### src/rtl/hepc_pkg.sv
// shared constants and field widths for the ham / half-brite pixel colour block
package hepc_pkg;

  localparam int TABLE_ENTRIES = 32;
  localparam int TBL_AW        = $clog2(TABLE_ENTRIES);
  localparam int PIX_W         = 6;
  localparam int IDX_W         = 5;
  localparam int WORD_W        = 12;
  localparam int NIB_W         = 4;
  localparam int CH_W          = 8;
  localparam int CFG_AW        = 3;
  localparam int CFG_DW        = 32;

  localparam logic OP_PAL_WRITE = 1'b0;
  localparam logic OP_PIXEL     = 1'b1;

  localparam logic REG_HAM_MODE  = 1'b0;
  localparam logic REG_TRANS_ZERO = 1'b1;

  localparam logic [1:0] HAM_BASE  = 2'd0;
  localparam logic [1:0] HAM_BLUE  = 2'd1;
  localparam logic [1:0] HAM_RED   = 2'd2;
  localparam logic [1:0] HAM_GREEN = 2'd3;

  typedef logic [NIB_W-1:0] nib_t;
  typedef logic [CH_W-1:0]  chan_t;

  function automatic chan_t widen(input nib_t n);
    widen = {n, n};
  endfunction

endpackage

### src/rtl/hepc_if.sv
// valid / ready channel interfaces for pixel input and colour output
interface hepc_in_if;
  import hepc_pkg::*;
  logic              valid;
  logic              ready;
  logic              op;
  logic              line_start;
  logic [PIX_W-1:0]  pixel_value;
  logic [IDX_W-1:0]  palette_index;
  logic [WORD_W-1:0] palette_word;

  modport source (output valid, op, line_start, pixel_value, palette_index, palette_word,
                  input ready);
  modport sink   (input valid, op, line_start, pixel_value, palette_index, palette_word,
                  output ready);
endinterface

interface hepc_out_if;
  import hepc_pkg::*;
  logic            valid;
  logic            ready;
  logic [CH_W-1:0] red;
  logic [CH_W-1:0] green;
  logic [CH_W-1:0] blue;
  logic            is_transparent;

  modport source (output valid, red, green, blue, is_transparent, input ready);
  modport sink   (input valid, red, green, blue, is_transparent, output ready);
endinterface

### src/rtl/hepc_ram.sv
// generic single-write, single-read ram with registered read data
module hepc_ram #(
  parameter int WIDTH = 12,
  parameter int DEPTH = 32
) (
  input  logic                     clk,
  input  logic                     we,
  input  logic [$clog2(DEPTH)-1:0] waddr,
  input  logic [WIDTH-1:0]         wdata,
  input  logic                     re,
  input  logic [$clog2(DEPTH)-1:0] raddr,
  output logic [WIDTH-1:0]         rdata
);

  logic [WIDTH-1:0] mem [DEPTH];

  always_ff @(posedge clk) begin
    if (we) begin
      mem[waddr] <= wdata;
    end
    if (re) begin
      rdata <= mem[raddr];
    end
  end

endmodule

### src/rtl/ham_ehb_pixel_colour.sv
// top level: palette, ham / half-brite decode and output register
//
// in_if carries palette writes (op 0) and pixels (op 1) with valid / ready.
// a palette write updates one entry and produces nothing on out_if.
// a pixel produces one colour transfer on out_if after it is taken:
// first the palette ram read, then decode into the output register.
// one item is taken per cycle unless out_if stalls; the palette ram read
// port and the held-colour register step set that rate.
// the apb port (psel, penable, pwrite, paddr, pwdata, prdata, pready)
// holds ham_mode at 0x0 and transparent_zero at 0x4; pready is always high.
// synchronous reset (rst_n low) clears both registers, the held colour and
// the per-entry valid bits, so every palette entry reads as zero until
// written; no clearing pass is needed.
// when out_if stalls the decoded pixel waits in the output register, one
// more pixel waits in the read stage, and in_if.ready drops after that.
module ham_ehb_pixel_colour (
  input  logic                        clk,
  input  logic                        rst_n,
  hepc_in_if.sink                     in_if,
  hepc_out_if.source                  out_if,
  input  logic                        psel,
  input  logic                        penable,
  input  logic                        pwrite,
  input  logic [hepc_pkg::CFG_AW-1:0] paddr,
  input  logic [hepc_pkg::CFG_DW-1:0] pwdata,
  output logic [hepc_pkg::CFG_DW-1:0] prdata,
  output logic                        pready
);
  import hepc_pkg::*;

  logic                    ham_mode_r;
  logic                    trans_zero_r;
  logic                    cfg_wr;

  logic                    in_xfer;
  logic                    pal_we;
  logic                    pix_take;
  logic [IDX_W-1:0]        rd_idx;
  logic                    rd_in_range;
  logic                    wr_in_range;
  logic [TABLE_ENTRIES-1:0] valid_r;
  logic [WORD_W-1:0]       ram_rdata;

  logic                    s1_valid_r;
  logic                    s1_line_r;
  logic [PIX_W-1:0]        s1_pix_r;
  logic                    s1_ok_r;
  logic                    s1_adv;

  nib_t                    held_red_r, held_green_r, held_blue_r;
  nib_t                    held_red_nxt, held_green_nxt, held_blue_nxt;
  nib_t                    base_red, base_green, base_blue;
  logic [WORD_W-1:0]       colour;
  chan_t                   red_nxt, green_nxt, blue_nxt;
  logic                    trans_nxt;

  logic                    out_valid_r;
  chan_t                   out_red_r, out_green_r, out_blue_r;
  logic                    out_trans_r;

  // apb configuration
  assign pready = 1'b1;
  assign cfg_wr = psel && penable && pwrite && pready;

  always_ff @(posedge clk) begin
    if (!rst_n) begin
      ham_mode_r   <= 1'b0;
      trans_zero_r <= 1'b0;
    end else if (cfg_wr) begin
      unique case (paddr[2])
        REG_HAM_MODE:   ham_mode_r   <= pwdata[0];
        REG_TRANS_ZERO: trans_zero_r <= pwdata[0];
        default: ;
      endcase
    end
  end

  always_comb begin
    prdata = '0;
    unique case (paddr[2])
      REG_HAM_MODE:   prdata[0] = ham_mode_r;
      REG_TRANS_ZERO: prdata[0] = trans_zero_r;
      default: ;
    endcase
  end

  // input side and palette ram
  assign s1_adv       = !out_valid_r || out_if.ready;
  assign in_if.ready  = !s1_valid_r || s1_adv;
  assign in_xfer      = in_if.valid && in_if.ready;
  assign wr_in_range  = int'(in_if.palette_index) < TABLE_ENTRIES;
  assign pal_we       = in_xfer && (in_if.op == OP_PAL_WRITE) && wr_in_range;
  assign pix_take     = in_xfer && (in_if.op == OP_PIXEL);
  assign rd_idx       = ham_mode_r ? {1'b0, in_if.pixel_value[NIB_W-1:0]}
                                   : in_if.pixel_value[IDX_W-1:0];
  assign rd_in_range  = int'(rd_idx) < TABLE_ENTRIES;

  hepc_ram #(
    .WIDTH (WORD_W),
    .DEPTH (TABLE_ENTRIES)
  ) u_palette (
    .clk   (clk),
    .we    (pal_we),
    .waddr (in_if.palette_index[TBL_AW-1:0]),
    .wdata (in_if.palette_word),
    .re    (pix_take),
    .raddr (rd_idx[TBL_AW-1:0]),
    .rdata (ram_rdata)
  );

  always_ff @(posedge clk) begin
    if (!rst_n) begin
      valid_r <= '0;
    end else if (pal_we) begin
      valid_r[in_if.palette_index[TBL_AW-1:0]] <= 1'b1;
    end
  end

  // read stage
  always_ff @(posedge clk) begin
    if (!rst_n) begin
      s1_valid_r <= 1'b0;
    end else if (in_if.ready) begin
      s1_valid_r <= pix_take;
    end
  end

  always_ff @(posedge clk) begin
    if (pix_take) begin
      s1_line_r <= in_if.line_start;
      s1_pix_r  <= in_if.pixel_value;
      s1_ok_r   <= rd_in_range && valid_r[rd_idx[TBL_AW-1:0]];
    end
  end

  // decode
  assign colour     = s1_ok_r ? ram_rdata : '0;
  assign base_red   = s1_line_r ? '0 : held_red_r;
  assign base_green = s1_line_r ? '0 : held_green_r;
  assign base_blue  = s1_line_r ? '0 : held_blue_r;

  always_comb begin
    held_red_nxt   = base_red;
    held_green_nxt = base_green;
    held_blue_nxt  = base_blue;
    red_nxt        = '0;
    green_nxt      = '0;
    blue_nxt       = '0;
    trans_nxt      = 1'b0;
    if (ham_mode_r) begin
      unique case (s1_pix_r[PIX_W-1:NIB_W])
        HAM_BASE: begin
          held_red_nxt   = colour[11:8];
          held_green_nxt = colour[7:4];
          held_blue_nxt  = colour[3:0];
        end
        HAM_BLUE:  held_blue_nxt  = s1_pix_r[NIB_W-1:0];
        HAM_RED:   held_red_nxt   = s1_pix_r[NIB_W-1:0];
        HAM_GREEN: held_green_nxt = s1_pix_r[NIB_W-1:0];
        default: ;
      endcase
      red_nxt   = widen(held_red_nxt);
      green_nxt = widen(held_green_nxt);
      blue_nxt  = widen(held_blue_nxt);
    end else begin
      red_nxt   = widen(colour[11:8]);
      green_nxt = widen(colour[7:4]);
      blue_nxt  = widen(colour[3:0]);
      if (s1_pix_r[PIX_W-1]) begin
        red_nxt   = red_nxt >> 1;
        green_nxt = green_nxt >> 1;
        blue_nxt  = blue_nxt >> 1;
      end
      trans_nxt = trans_zero_r && (s1_pix_r == '0);
    end
  end

  always_ff @(posedge clk) begin
    if (!rst_n) begin
      held_red_r   <= '0;
      held_green_r <= '0;
      held_blue_r  <= '0;
    end else if (s1_valid_r && s1_adv) begin
      held_red_r   <= held_red_nxt;
      held_green_r <= held_green_nxt;
      held_blue_r  <= held_blue_nxt;
    end
  end

  // output register
  always_ff @(posedge clk) begin
    if (!rst_n) begin
      out_valid_r <= 1'b0;
    end else if (s1_adv) begin
      out_valid_r <= s1_valid_r;
    end
  end

  always_ff @(posedge clk) begin
    if (s1_valid_r && s1_adv) begin
      out_red_r   <= red_nxt;
      out_green_r <= green_nxt;
      out_blue_r  <= blue_nxt;
      out_trans_r <= trans_nxt;
    end
  end

  assign out_if.valid          = out_valid_r;
  assign out_if.red            = out_red_r;
  assign out_if.green          = out_green_r;
  assign out_if.blue           = out_blue_r;
  assign out_if.is_transparent = out_trans_r;

endmodule

### src/flat_wrapper.sv
// flat-port wrapper written by rule: the top's interface ports become plain ports
module ham_ehb_pixel_colour_flat import hepc_pkg::*;
  (clk, rst_n, psel, penable, pwrite, paddr, pwdata, prdata, pready, in_if_valid, in_if_op, in_if_line_start, in_if_pixel_value, in_if_palette_index, in_if_palette_word, in_if_ready, out_if_valid, out_if_red, out_if_green, out_if_blue, out_if_is_transparent, out_if_ready);
  hepc_in_if in_if_i ();
  hepc_out_if out_if_i ();
  input  logic clk;
  input  logic rst_n;
  input  logic psel;
  input  logic penable;
  input  logic pwrite;
  input  logic [hepc_pkg::CFG_AW-1:0] paddr;
  input  logic [hepc_pkg::CFG_DW-1:0] pwdata;
  output logic [hepc_pkg::CFG_DW-1:0] prdata;
  output logic pready;
  input wire logic [$bits(in_if_i.valid)-1:0] in_if_valid;
  input wire logic [$bits(in_if_i.op)-1:0] in_if_op;
  input wire logic [$bits(in_if_i.line_start)-1:0] in_if_line_start;
  input wire logic [$bits(in_if_i.pixel_value)-1:0] in_if_pixel_value;
  input wire logic [$bits(in_if_i.palette_index)-1:0] in_if_palette_index;
  input wire logic [$bits(in_if_i.palette_word)-1:0] in_if_palette_word;
  output wire logic [$bits(in_if_i.ready)-1:0] in_if_ready;
  output wire logic [$bits(out_if_i.valid)-1:0] out_if_valid;
  output wire logic [$bits(out_if_i.red)-1:0] out_if_red;
  output wire logic [$bits(out_if_i.green)-1:0] out_if_green;
  output wire logic [$bits(out_if_i.blue)-1:0] out_if_blue;
  output wire logic [$bits(out_if_i.is_transparent)-1:0] out_if_is_transparent;
  input wire logic [$bits(out_if_i.ready)-1:0] out_if_ready;
  assign in_if_i.valid = in_if_valid;
  assign in_if_i.op = in_if_op;
  assign in_if_i.line_start = in_if_line_start;
  assign in_if_i.pixel_value = in_if_pixel_value;
  assign in_if_i.palette_index = in_if_palette_index;
  assign in_if_i.palette_word = in_if_palette_word;
  assign in_if_ready = in_if_i.ready;
  assign out_if_valid = out_if_i.valid;
  assign out_if_red = out_if_i.red;
  assign out_if_green = out_if_i.green;
  assign out_if_blue = out_if_i.blue;
  assign out_if_is_transparent = out_if_i.is_transparent;
  assign out_if_i.ready = out_if_ready;
  ham_ehb_pixel_colour u_core (.clk(clk), .rst_n(rst_n), .in_if(in_if_i), .out_if(out_if_i), .psel(psel), .penable(penable), .pwrite(pwrite), .paddr(paddr), .pwdata(pwdata), .prdata(prdata), .pready(pready));
endmodule
### config.mk
export PLATFORM = sky130hd
export DESIGN_NAME = ham_ehb_pixel_colour_flat
export DESIGN_NICKNAME = d
export VERILOG_FILES = /design/src/rtl/hepc_pkg.sv /design/src/rtl/hepc_if.sv /design/src/rtl/hepc_ram.sv /design/src/rtl/ham_ehb_pixel_colour.sv /design/src/flat_wrapper.sv
export SDC_FILE = /design/constraint.sdc
export NUM_CORES = 1
export LEC_CHECK = 0
export BUFFER_PORTS_ARGS = -buffer_cell sky130_fd_sc_hd__buf_4
export CORE_MARGIN = 4
export CORE_UTILIZATION = 30
export DETAILED_ROUTE_END_ITERATION = 16
export GPL_TIMING_DRIVEN = 0
export HOLD_SLACK_MARGIN = 0.03
export SLEW_MARGIN = 40
export SYNTH_ARGS = -nofsm -noshare
export SYNTH_HDL_FRONTEND = slang
export SYNTH_SLANG_ARGS = --single-unit
### constraint.sdc
create_clock -name clk -period 2.4 [get_ports clk]
set_input_delay 0.12 -clock clk [delete_from_list [all_inputs] [get_ports clk]]
set_output_delay 0.12 -clock clk [all_outputs]
set_load 0.01 [all_outputs]
==> PnR_summary.wiki, run 1 <==
{| class="wikitable"
! Metric !! Value
|-
| Crit share post-route || 0.965
|-
| Worst reg2reg path depth || 6
|-
| Count of port buffers added during placement || 57
|-
| Maximum operating frequency || 432 MHz
|-
| Leading cell types by total area after synthesis || sky130_fd_sc_hd__edfxtp_1 67%, sky130_fd_sc_hd__mux4_2 13%, sky130_fd_sc_hd__dfxtp_1 5.1%
|-
| Count of cell types in the netlist || 47
|-
| Floorplan row count || 91
|-
| Die Footprint || 0.0664 mm²
|-
| Period minus WS final || 2.32 ns
|-
| Library cell used as clock root buffer || sky130_fd_sc_hd__clkbuf_16
|-
| Top fanout value on the critical path || 10
|-
| Die Height || 258 µm
|-
| Cells along the critical path || dlygate4sd3_1 -> buf_4 -> buf_6 -> buf_4 -> mux4_2 -> mux2_2 -> o22ai_1 -> a221oi_1
|-
| Worst clock skew || 0.0135 ns
|-
| Vias per cell || 4.76
|-
| End point of the most critical hold path || u_core.valid_r[20]
|-
| Placeable core region || 0.0617 mm²
|-
| Number of enable-type register cells in the synthesized netlist || 420
|-
| Count of filler cells inserted in the layout || 5686
|-
| Largest incremental delay on the critical path || 0.55 ns
|-
| Minimum setup slack among reg-to-reg paths || 0.17 ns
|-
| Total congestion overflow || 0
|-
| TritonCTS clock tree || built
|-
| Fin. max-slew vios || 0
|-
| Post-synthesis cell area || 0.0187 mm²
|-
| Later-pin clock latency in the skew report || 0.59 ns
|-
| Crit path required time || 2.68 ns
|-
| Worst relative slew slack || 0.458
|-
| Synth top cells by count || 420 x sky130_fd_sc_hd__edfxtp_1, 104 x sky130_fd_sc_hd__mux4_2, 50 x sky130_fd_sc_hd__nor2_1
|-
| Routed wire length || 44000 µm
|-
| Data arrival time of the critical path || 2.60 ns
|-
| Synth top area share || 0.674
|-
| Final Worst Setup Slack || 0.0840 ns
|-
| Outcome || complete, no violations
|-
| Sort of element at the end of the critical path || register
|-
| Length of the first detailed-routing pass in iterations || 7
|-
| Worst hold path cell count || 3
|-
| Library cell contributing the largest single delay on the critical path || sky130_fd_sc_hd__dlygate4sd3_1
|-
| Wire length of the first global-routing pass || 65400 µm
|-
| RSZ-0062 raised after global routing || no
|-
| Count of pins on the block boundary || 127
|-
| Launch point of the worst reg-to-reg path || u_core.s1_valid_r
|-
| Most frequent cell on the critical path || sky130_fd_sc_hd__buf_4
|-
| Initial antenna violation count || 5
|-
| Total of flip-flops plus latches after synthesis || 468
|-
| Number of CTS-inserted buffers || 49
|-
| Maximum count of clock buffers along a single path || 3
|-
| Number of warning messages in the yosys log || 0
|-
| H-Tree Depth || 2
|-
| Main flop type after synthesis || sky130_fd_sc_hd__edfxtp_1
|-
| Worst Hold Launch || in_if_palette_index[1]
|-
| Transition time of the tightest slew-check pin || 0.811 ns
|-
| Share of the yosys chip area belonging to registers || 0.726
|-
| Power per Cell Area || 762 mW/mm²
|-
| Most common cell in the netlist || sky130_fd_sc_hd__edfxtp_1
|-
| Cell leakage power || 7.39 nW
|-
| Routed via count || 9644
|-
| Remaining DRCs || 0
|-
| HP Class || primary input to register
|-
| Die X || 258 µm
|-
| Worst setup slack after placement || -0.346 ns
|-
| Pin count of the biggest net entering global routing || 33
|-
| Final weighted congestion of routability-driven global placement || 0.817
|-
| Starting Density || 0.303
|-
| Proportion of register bits with asynchronous set or reset after synthesis || 0
|-
| Via count of the first global-routing pass || 9794
|-
| HPWL after DPL || 27600 µm
|-
| Final total negative setup slack || 0 ns
|-
| Launching element type of the critical path || primary input
|-
| Reg2reg end || u_core.u_palette.mem[24][5]
|-
| Worst Path Class, Setup || primary input to register
|-
| Share of post-route cells with drive strength above 1 || 0.328
|-
| CTS sink cnt || 468
|-
| Routed len/inst || 21.7 µm
|-
| Total number of nets in the final design || 1221
|-
| Cell taking the most area after synthesis || sky130_fd_sc_hd__edfxtp_1
|-
| Peak ir drop on the vdd network || 0.502 mV
|-
| Final Hold Violating Endpoints || 0
|-
| Average instance area after synthesis || 19.4 µm²
|-
| Max-capacitance violation count || 0
|-
| GRT Util Overall || 0.131
|-
| Clock-pin slew on the worst setup and hold paths || 0.06 ns
|-
| Total setup violations reported at the end of the flow || 0
|-
| Number of DRC markers in iteration 0 || 875
|-
| Area growth from synthesis to layout || 20.7%
|-
| Syn Inst Count || 962
|-
| Post-detailed-route count of antenna-violating nets || 0
|}
-- layer usage --
layer,GRT usage,up-vias,share of wire
li1,-,4255,-
met1,0.185,4999,0.45
met2,0.204,320,0.47
met3,0.0277,64,0.065
met4,0.0372,6,0.023
met5,0,-,0.00080
-- logic make-up after synthesis --
kind of cell / Yosys count / share of synthesized area
DFF: 468 / 0.726
muxes: 169 / 0.163
and+or+nand+nor: 110 / 0.0286
AOI/OAI and AO/OA: 109 / 0.0448
buffers and inverters: 99 / 0.0341
adders and majority gates: 5 / 0.00335
other: 2 / 0.000402
-- registers in the layout, summed over array words and instances, names as in the netlist, 4 cells and up --
register / flops
u_core.u_palette.mem: 384
u_core.out_if.blue: 5
u_core.held_blue_r: 4
u_core.held_green_r: 4
u_core.out_if.red: 5
u_core.u_palette.rdata: 12
u_core.held_red_r: 4
u_core.s1_pix_r: 6
u_core.valid_r: 32
u_core.out_if.green: 5
-- power breakdown --
group	internal, mW	leakage (nW)	switching [mW]
Sequential	8.96	4.17	0.0397
Combinational	0.455	2.49	0.610
Clock	4.03	0.732	3.10
-- worst max-delay path, delay by kind of cell --
kind,cells,cell delay [ns]
compound gates,2,0.53
buf+inv,4,1.05
mux,2,0.88
-- layout by cell type, fill, tap and decap left out, types with 13 or more instances in the layout --
cell and instances:
sky130_fd_sc_hd__buf_2 16, sky130_fd_sc_hd__mux2i_1 38, sky130_fd_sc_hd__conb_1 32, sky130_fd_sc_hd__mux4_2 104, sky130_fd_sc_hd__clkbuf_16 49, sky130_fd_sc_hd__edfxtp_1 420, sky130_fd_sc_hd__mux2_2 20, sky130_fd_sc_hd__a221oi_1 14
sky130_fd_sc_hd__dfxtp_1 48, sky130_fd_sc_hd__nor2_4 29, sky130_fd_sc_hd__buf_4 111, sky130_fd_sc_hd__clkbuf_1 36, sky130_fd_sc_hd__nor2_1 18, sky130_fd_sc_hd__dlygate4sd3_1 33, sky130_fd_sc_hd__o21ai_0 14, sky130_fd_sc_hd__o21a_1 24
sky130_fd_sc_hd__nand2_1 16, sky130_fd_sc_hd__o22ai_1 13
-- metrics by stage --
stage	instance area, µm²	total power [mW]	hold slack, ns	cells	utilization
global route	22600	17.8	0.112	2025	0.366
CTS	22500	17.4	0.0560	2023	0.365
finish	22600	17.2	0.0987	2027	0.366
floorplan	18800	9.76	0.219	992	-
detailed placement	20500	10.2	0.309	1892	0.332
global placement	20300	10.2	0.309	1886	0.329
-- area by class of cell --
class,instances,area [µm²],share of cell area
well taps,837,1050,0.0464
inverters,8,30.0,0.00133
clock inverters,18,141,0.00626
diodes,2,5.00,0.000222
repair buffers,107,981,0.0434
clock buffers,72,1350,0.0599
flip-flops and latches,468,13600,0.601
multi-input cells,425,4840,0.214
plain buffers,90,611,0.0270
-- how the worst max path moves through the flow --
stage,from,to,slack (ns),cells after the start
finish,in_if_pixel_value[1],u_core.u_palette.rdata[2],0.08,8
global route,in_if_pixel_value[1],u_core.u_palette.rdata[7],0.04,9
CTS,in_if_pixel_value[0],u_core.u_palette.rdata[2],0.02,7
detailed placement,u_core.s1_valid_r,u_core.u_palette.mem[20][2],-0.35,5
global placement,u_core.s1_valid_r,u_core.u_palette.mem[28][5],-0.60,5
floorplan,u_core.s1_pix_r[5],u_core.held_red_r[3],0.08,8
-- repair_timing --
item / CTS / global route
resized for setup: 10 / 2
endpoints found under the hold margin: 399 / 0
pin swaps: 8 / 0
buffers inserted: 9 / 2
hold buffers: 33 / 0
setup endpoints to repair: 114 / 84
Power figures use the tool's default switching activity.
==> run 2: changes to the inputs <==
CORE_UTILIZATION = 54   (was 30)
PLACE_DENSITY = 0.75   (was unset)
==> run 2 against run 1 <==
Against the previous run: non-clock buffer count grew 4; global-route usage grew 8.8 points; clock skew is 0.0082 ns higher; critical path depth down 2; final cell count decreased by 19%; fmax decreased by 2.8%; combinational power barely moved; worst setup slack got worse by 0.066 ns; critical path type is now register to register; largest cell class unchanged; largest power group unchanged.
==> PnR_summary.wiki, run 2 (synthesis gave the netlist of run 1 again) <==
{| class="wikitable"
! Metric !! Value
|-
| Maximum count of clock buffers along a single path || 3 (unchanged)
|-
| Launching element type of the critical path || register (was primary input)
|-
| Transition time of the tightest slew-check pin || 0.793 ns (was 0.811 ns)
|-
| Fraction of met1 tracks used by global routing || 0.323 (was 0.185)
|-
| Period minus WS final || 2.38 ns (was 2.32 ns)
|-
| Count of pins on the block boundary || 127 (unchanged)
|-
| Worst clock skew || 0.0217 ns (was 0.0135 ns)
|-
| Reg2reg end || u_core.u_palette.mem[4][9] (was u_core.u_palette.mem[24][5])
|-
| Pin count of the biggest net entering global routing || 33 (unchanged)
|-
| Worst hold path cell count || 3 (unchanged)
|-
| Starting Density || 0.552 (was 0.303)
|-
| Die Height || 194 µm (was 258 µm)
|-
| Commonest non-fill, non-tap cells in the layout || 420 x sky130_fd_sc_hd__edfxtp_1, 117 x sky130_fd_sc_hd__buf_4, 104 x sky130_fd_sc_hd__mux4_2 (was 420 x sky130_fd_sc_hd__edfxtp_1, 111 x sky130_fd_sc_hd__buf_4, 104 x sky130_fd_sc_hd__mux4_2)
|-
| Leading registers by flop count || u_core.u_palette.mem x384, u_core.valid_r x32, u_core.u_palette.rdata x12 (unchanged)
|-
| Crit share post-route || 0.992 (was 0.965)
|-
| Register bank with the most flops || u_core.u_palette.mem (unchanged)
|-
| Area growth from synthesis to layout || 18.6% (was 20.7%)
|-
| Maximum operating frequency || 420 MHz (was 432 MHz)
|-
| Sum of buffers and inverters on the critical path || 2 (was 4)
|-
| Number of CTS-inserted buffers || 46 (was 49)
|-
| Fin. max-slew vios || 0 (unchanged)
|-
| Vias per cell || 6.08 (was 4.76)
|-
| Die X || 194 µm (was 258 µm)
|-
| Total number of nets in the final design || 1222 (was 1221)
|-
| Final Total Pwr || 17.5 mW (was 17.2 mW)
|-
| TritonCTS clock tree || built (unchanged)
|-
| H-Tree Depth || 2 (unchanged)
|-
| Most common cell after layout, fill and taps aside || sky130_fd_sc_hd__edfxtp_1 (unchanged)
|-
| Final Worst Setup Slack || 0.0185 ns (was 0.0840 ns)
|-
| Library cell contributing the largest single delay on the critical path || sky130_fd_sc_hd__or3_1 (was sky130_fd_sc_hd__dlygate4sd3_1)
|-
| Via count of the first global-routing pass || 9769 (was 9794)
|-
| Routed via count || 9945 (was 9644)
|-
| Sort of element at the end of the critical path || register (unchanged)
|-
| Number of DRC markers in iteration 0 || 1227 (was 875)
|-
| Placeable core region || 0.0339 mm² (was 0.0617 mm²)
|-
| Crit path required time || 2.64 ns (was 2.68 ns)
|-
| Worst reg2reg path depth || 6 (unchanged)
|-
| Clock-pin slew on the worst setup and hold paths || 0.06 ns (about the same)
|-
| GRT Util Overall || 0.219 (was 0.131)
|-
| Floorplan row count || 67 (was 91)
|-
| WP depth || 6 (was 8)
|-
| Cell leakage power || 7.43 nW (was 7.39 nW)
|-
| Share of post-route cells with drive strength above 1 || 0.334 (was 0.328)
|-
| Largest incremental delay on the critical path || 0.44 ns (was 0.55 ns)
|-
| Count of port buffers added during placement || 57 (unchanged)
|-
| Met2 track demand over resource || 0.337 (was 0.204)
|-
| Initial antenna violation count || 2 (was 5)
|-
| Total congestion overflow || 0 (unchanged)
|-
| Busiest layer in global routing || met2 (unchanged)
|-
| Peak ir drop on the vdd network || 0.679 mV (was 0.502 mV)
|-
| GR met3 Demand/Resource || 0.0401 (was 0.0277)
|-
| Later-pin clock latency in the skew report || 0.55 ns (was 0.59 ns)
|-
| Library cell used as clock root buffer || sky130_fd_sc_hd__clkbuf_16 (unchanged)
|-
| Max-capacitance violation count || 0 (unchanged)
|-
| Launch point of the worst reg-to-reg path || u_core.s1_valid_r (unchanged)
|-
| Worst Hold Launch || in_if_op (was in_if_palette_index[1])
|-
| CTS sink cnt || 468 (unchanged)
|-
| Routed wire length || 41800 µm (was 44000 µm)
|-
| Top fanout value on the critical path || 12 (was 10)
|-
| Number of flip-flops in the largest register || 384 (unchanged)
|-
| Die Footprint || 0.0377 mm² (was 0.0664 mm²)
|-
| Power per Cell Area || 787 mW/mm² (was 762 mW/mm²)
|-
| Post-detailed-route count of antenna-violating nets || 0 (unchanged)
|-
| Minimum setup slack among reg-to-reg paths || 0.02 ns (was 0.17 ns)
|-
| Post-route worst hold slack || 0.189 ns (was 0.0987 ns)
|-
| Most frequent cell on the critical path || sky130_fd_sc_hd__nand3b_1 (was sky130_fd_sc_hd__buf_4)
|-
| Remaining DRCs || 0 (unchanged)
|-
| Cells along the critical path || nand3b_1 -> nand3b_1 -> or3_1 -> clkbuf_2 -> nor2_4 -> buf_12 (was dlygate4sd3_1 -> buf_4 -> buf_6 -> buf_4 -> mux4_2 -> mux2_2 -> o22ai_1 -> a221oi_1)
|-
| Cell area reported after detailed placement || 0.0199 mm² (was 0.0205 mm²)
|-
| HP Class || primary input to register (unchanged)
|-
| HPWL after DPL || 25200 µm (was 27600 µm)
|-
| Worst Path Class, Setup || register to register (was primary input to register)
|-
| Routed len/inst || 25.5 µm (was 21.7 µm)
|-
| Final instance area || 0.0222 mm² (was 0.0226 mm²)
|-
| Cell family with most CP delay || simple AND/OR/NAND/NOR gates (was buffers and inverters)
|-
| Final weighted congestion of routability-driven global placement || 0.913 (was 0.817)
|-
| Total setup violations reported at the end of the flow || 0 (unchanged)
|-
| End point of the most critical hold path || u_core.s1_pix_r[1] (was u_core.valid_r[20])
|-
| Count of filler cells inserted in the layout || 2190 (was 5686)
|-
| Worst relative slew slack || 0.471 (was 0.458)
|-
| Outcome || complete, no violations (unchanged)
|-
| Final Hold Violating Endpoints || 0 (unchanged)
|-
| Worst setup slack after placement || -0.273 ns (was -0.346 ns)
|-
| Data arrival time of the critical path || 2.63 ns (was 2.60 ns)
|-
| Wire length of the first global-routing pass || 62500 µm (was 65400 µm)
|-
| Length of the first detailed-routing pass in iterations || 6 (was 7)
|}
[run 2: changes by cell type in the layout (fill, tap and decap cells not counted), moves of 2 or more]
cell                        previous run  this run
sky130_fd_sc_hd__clkbuf_1             36        26
sky130_fd_sc_hd__bufinv_16             1         8
sky130_fd_sc_hd__buf_4               111       117
sky130_fd_sc_hd__clkbuf_8              4         0
sky130_fd_sc_hd__clkinv_1              5         9
sky130_fd_sc_hd__clkinv_2              8        12
sky130_fd_sc_hd__buf_6                 8         6
sky130_fd_sc_hd__clkbuf_16            49        47
[run 2: timing repair]
item                                   4_1_cts  5_1_grt
setup endpoints to repair                  341      186
endpoints found under the hold margin      268        0
setup buffers                               11        9
pin swaps                                   10        4
resized for setup                           21        3
hold buffers                                32        0
[run 2: per-layer routing]
metal  part of all wire  routed length, µm
met1               0.41              17100
met2               0.47              19500
met3              0.087               3630
met4              0.035               1480
met5            0.00048                 20
[run 2: final cells by class]
cell class,instances,area [µm²],share of cell area
flip-flops and latches,468,13600,0.612
clock inverters,30,347,0.0156
repair buffers,111,1010,0.0457
inverters,8,30.0,0.00135
diodes,1,2.50,0.000113
multi-input cells,425,4840,0.218
well taps,448,561,0.0253
clock buffers,55,1210,0.0544
plain buffers,90,609,0.0275
[run 2: stage by stage]
step | util | cells | TNS (ns)
CTS | 0.651 | 1625 | -13.94
floorplan | - | 992 | 0
global placement | 0.585 | 1497 | -109.00
finish | 0.655 | 1636 | 0
global route | 0.655 | 1636 | -0.853
detailed placement | 0.588 | 1498 | -53.08
[run 2: power by group]
| part | switching [mW] | total [mW] | leakage, nW | internal, mW |
|---|---|---|---|---|
| Combinational | 0.604 | 1.06 | 2.49 | 0.455 |
| Clock | 2.95 | 7.39 | 0.766 | 4.44 |
| Sequential | 0.0415 | 9.00 | 4.17 | 8.96 |
| Total | 3.59 | 17.5 | 7.43 | 13.9 |
[run 2: worst max path at each step]
stage	start	endpoint	slack (ns)
after global placement	u_core.s1_valid_r	u_core.u_palette.mem[28][7]	-0.48
final	u_core.s1_valid_r	u_core.u_palette.mem[4][9]	0.02
after detailed placement	u_core.s1_valid_r	u_core.u_palette.mem[4][9]	-0.27
after global routing	u_core.s1_valid_r	u_core.u_palette.mem[24][1]	-0.03
after floorplan	u_core.s1_pix_r[5]	u_core.held_red_r[3]	0.08
after CTS	u_core.s1_valid_r	u_core.u_palette.mem[13][10]	-0.23
[run 2: tightest hold or removal path, cell delays in order]
cell                      delay [ns]
sky130_fd_sc_hd__buf_4          0.13
sky130_fd_sc_hd__nand2_1        0.14
sky130_fd_sc_hd__nor2b_4        0.14
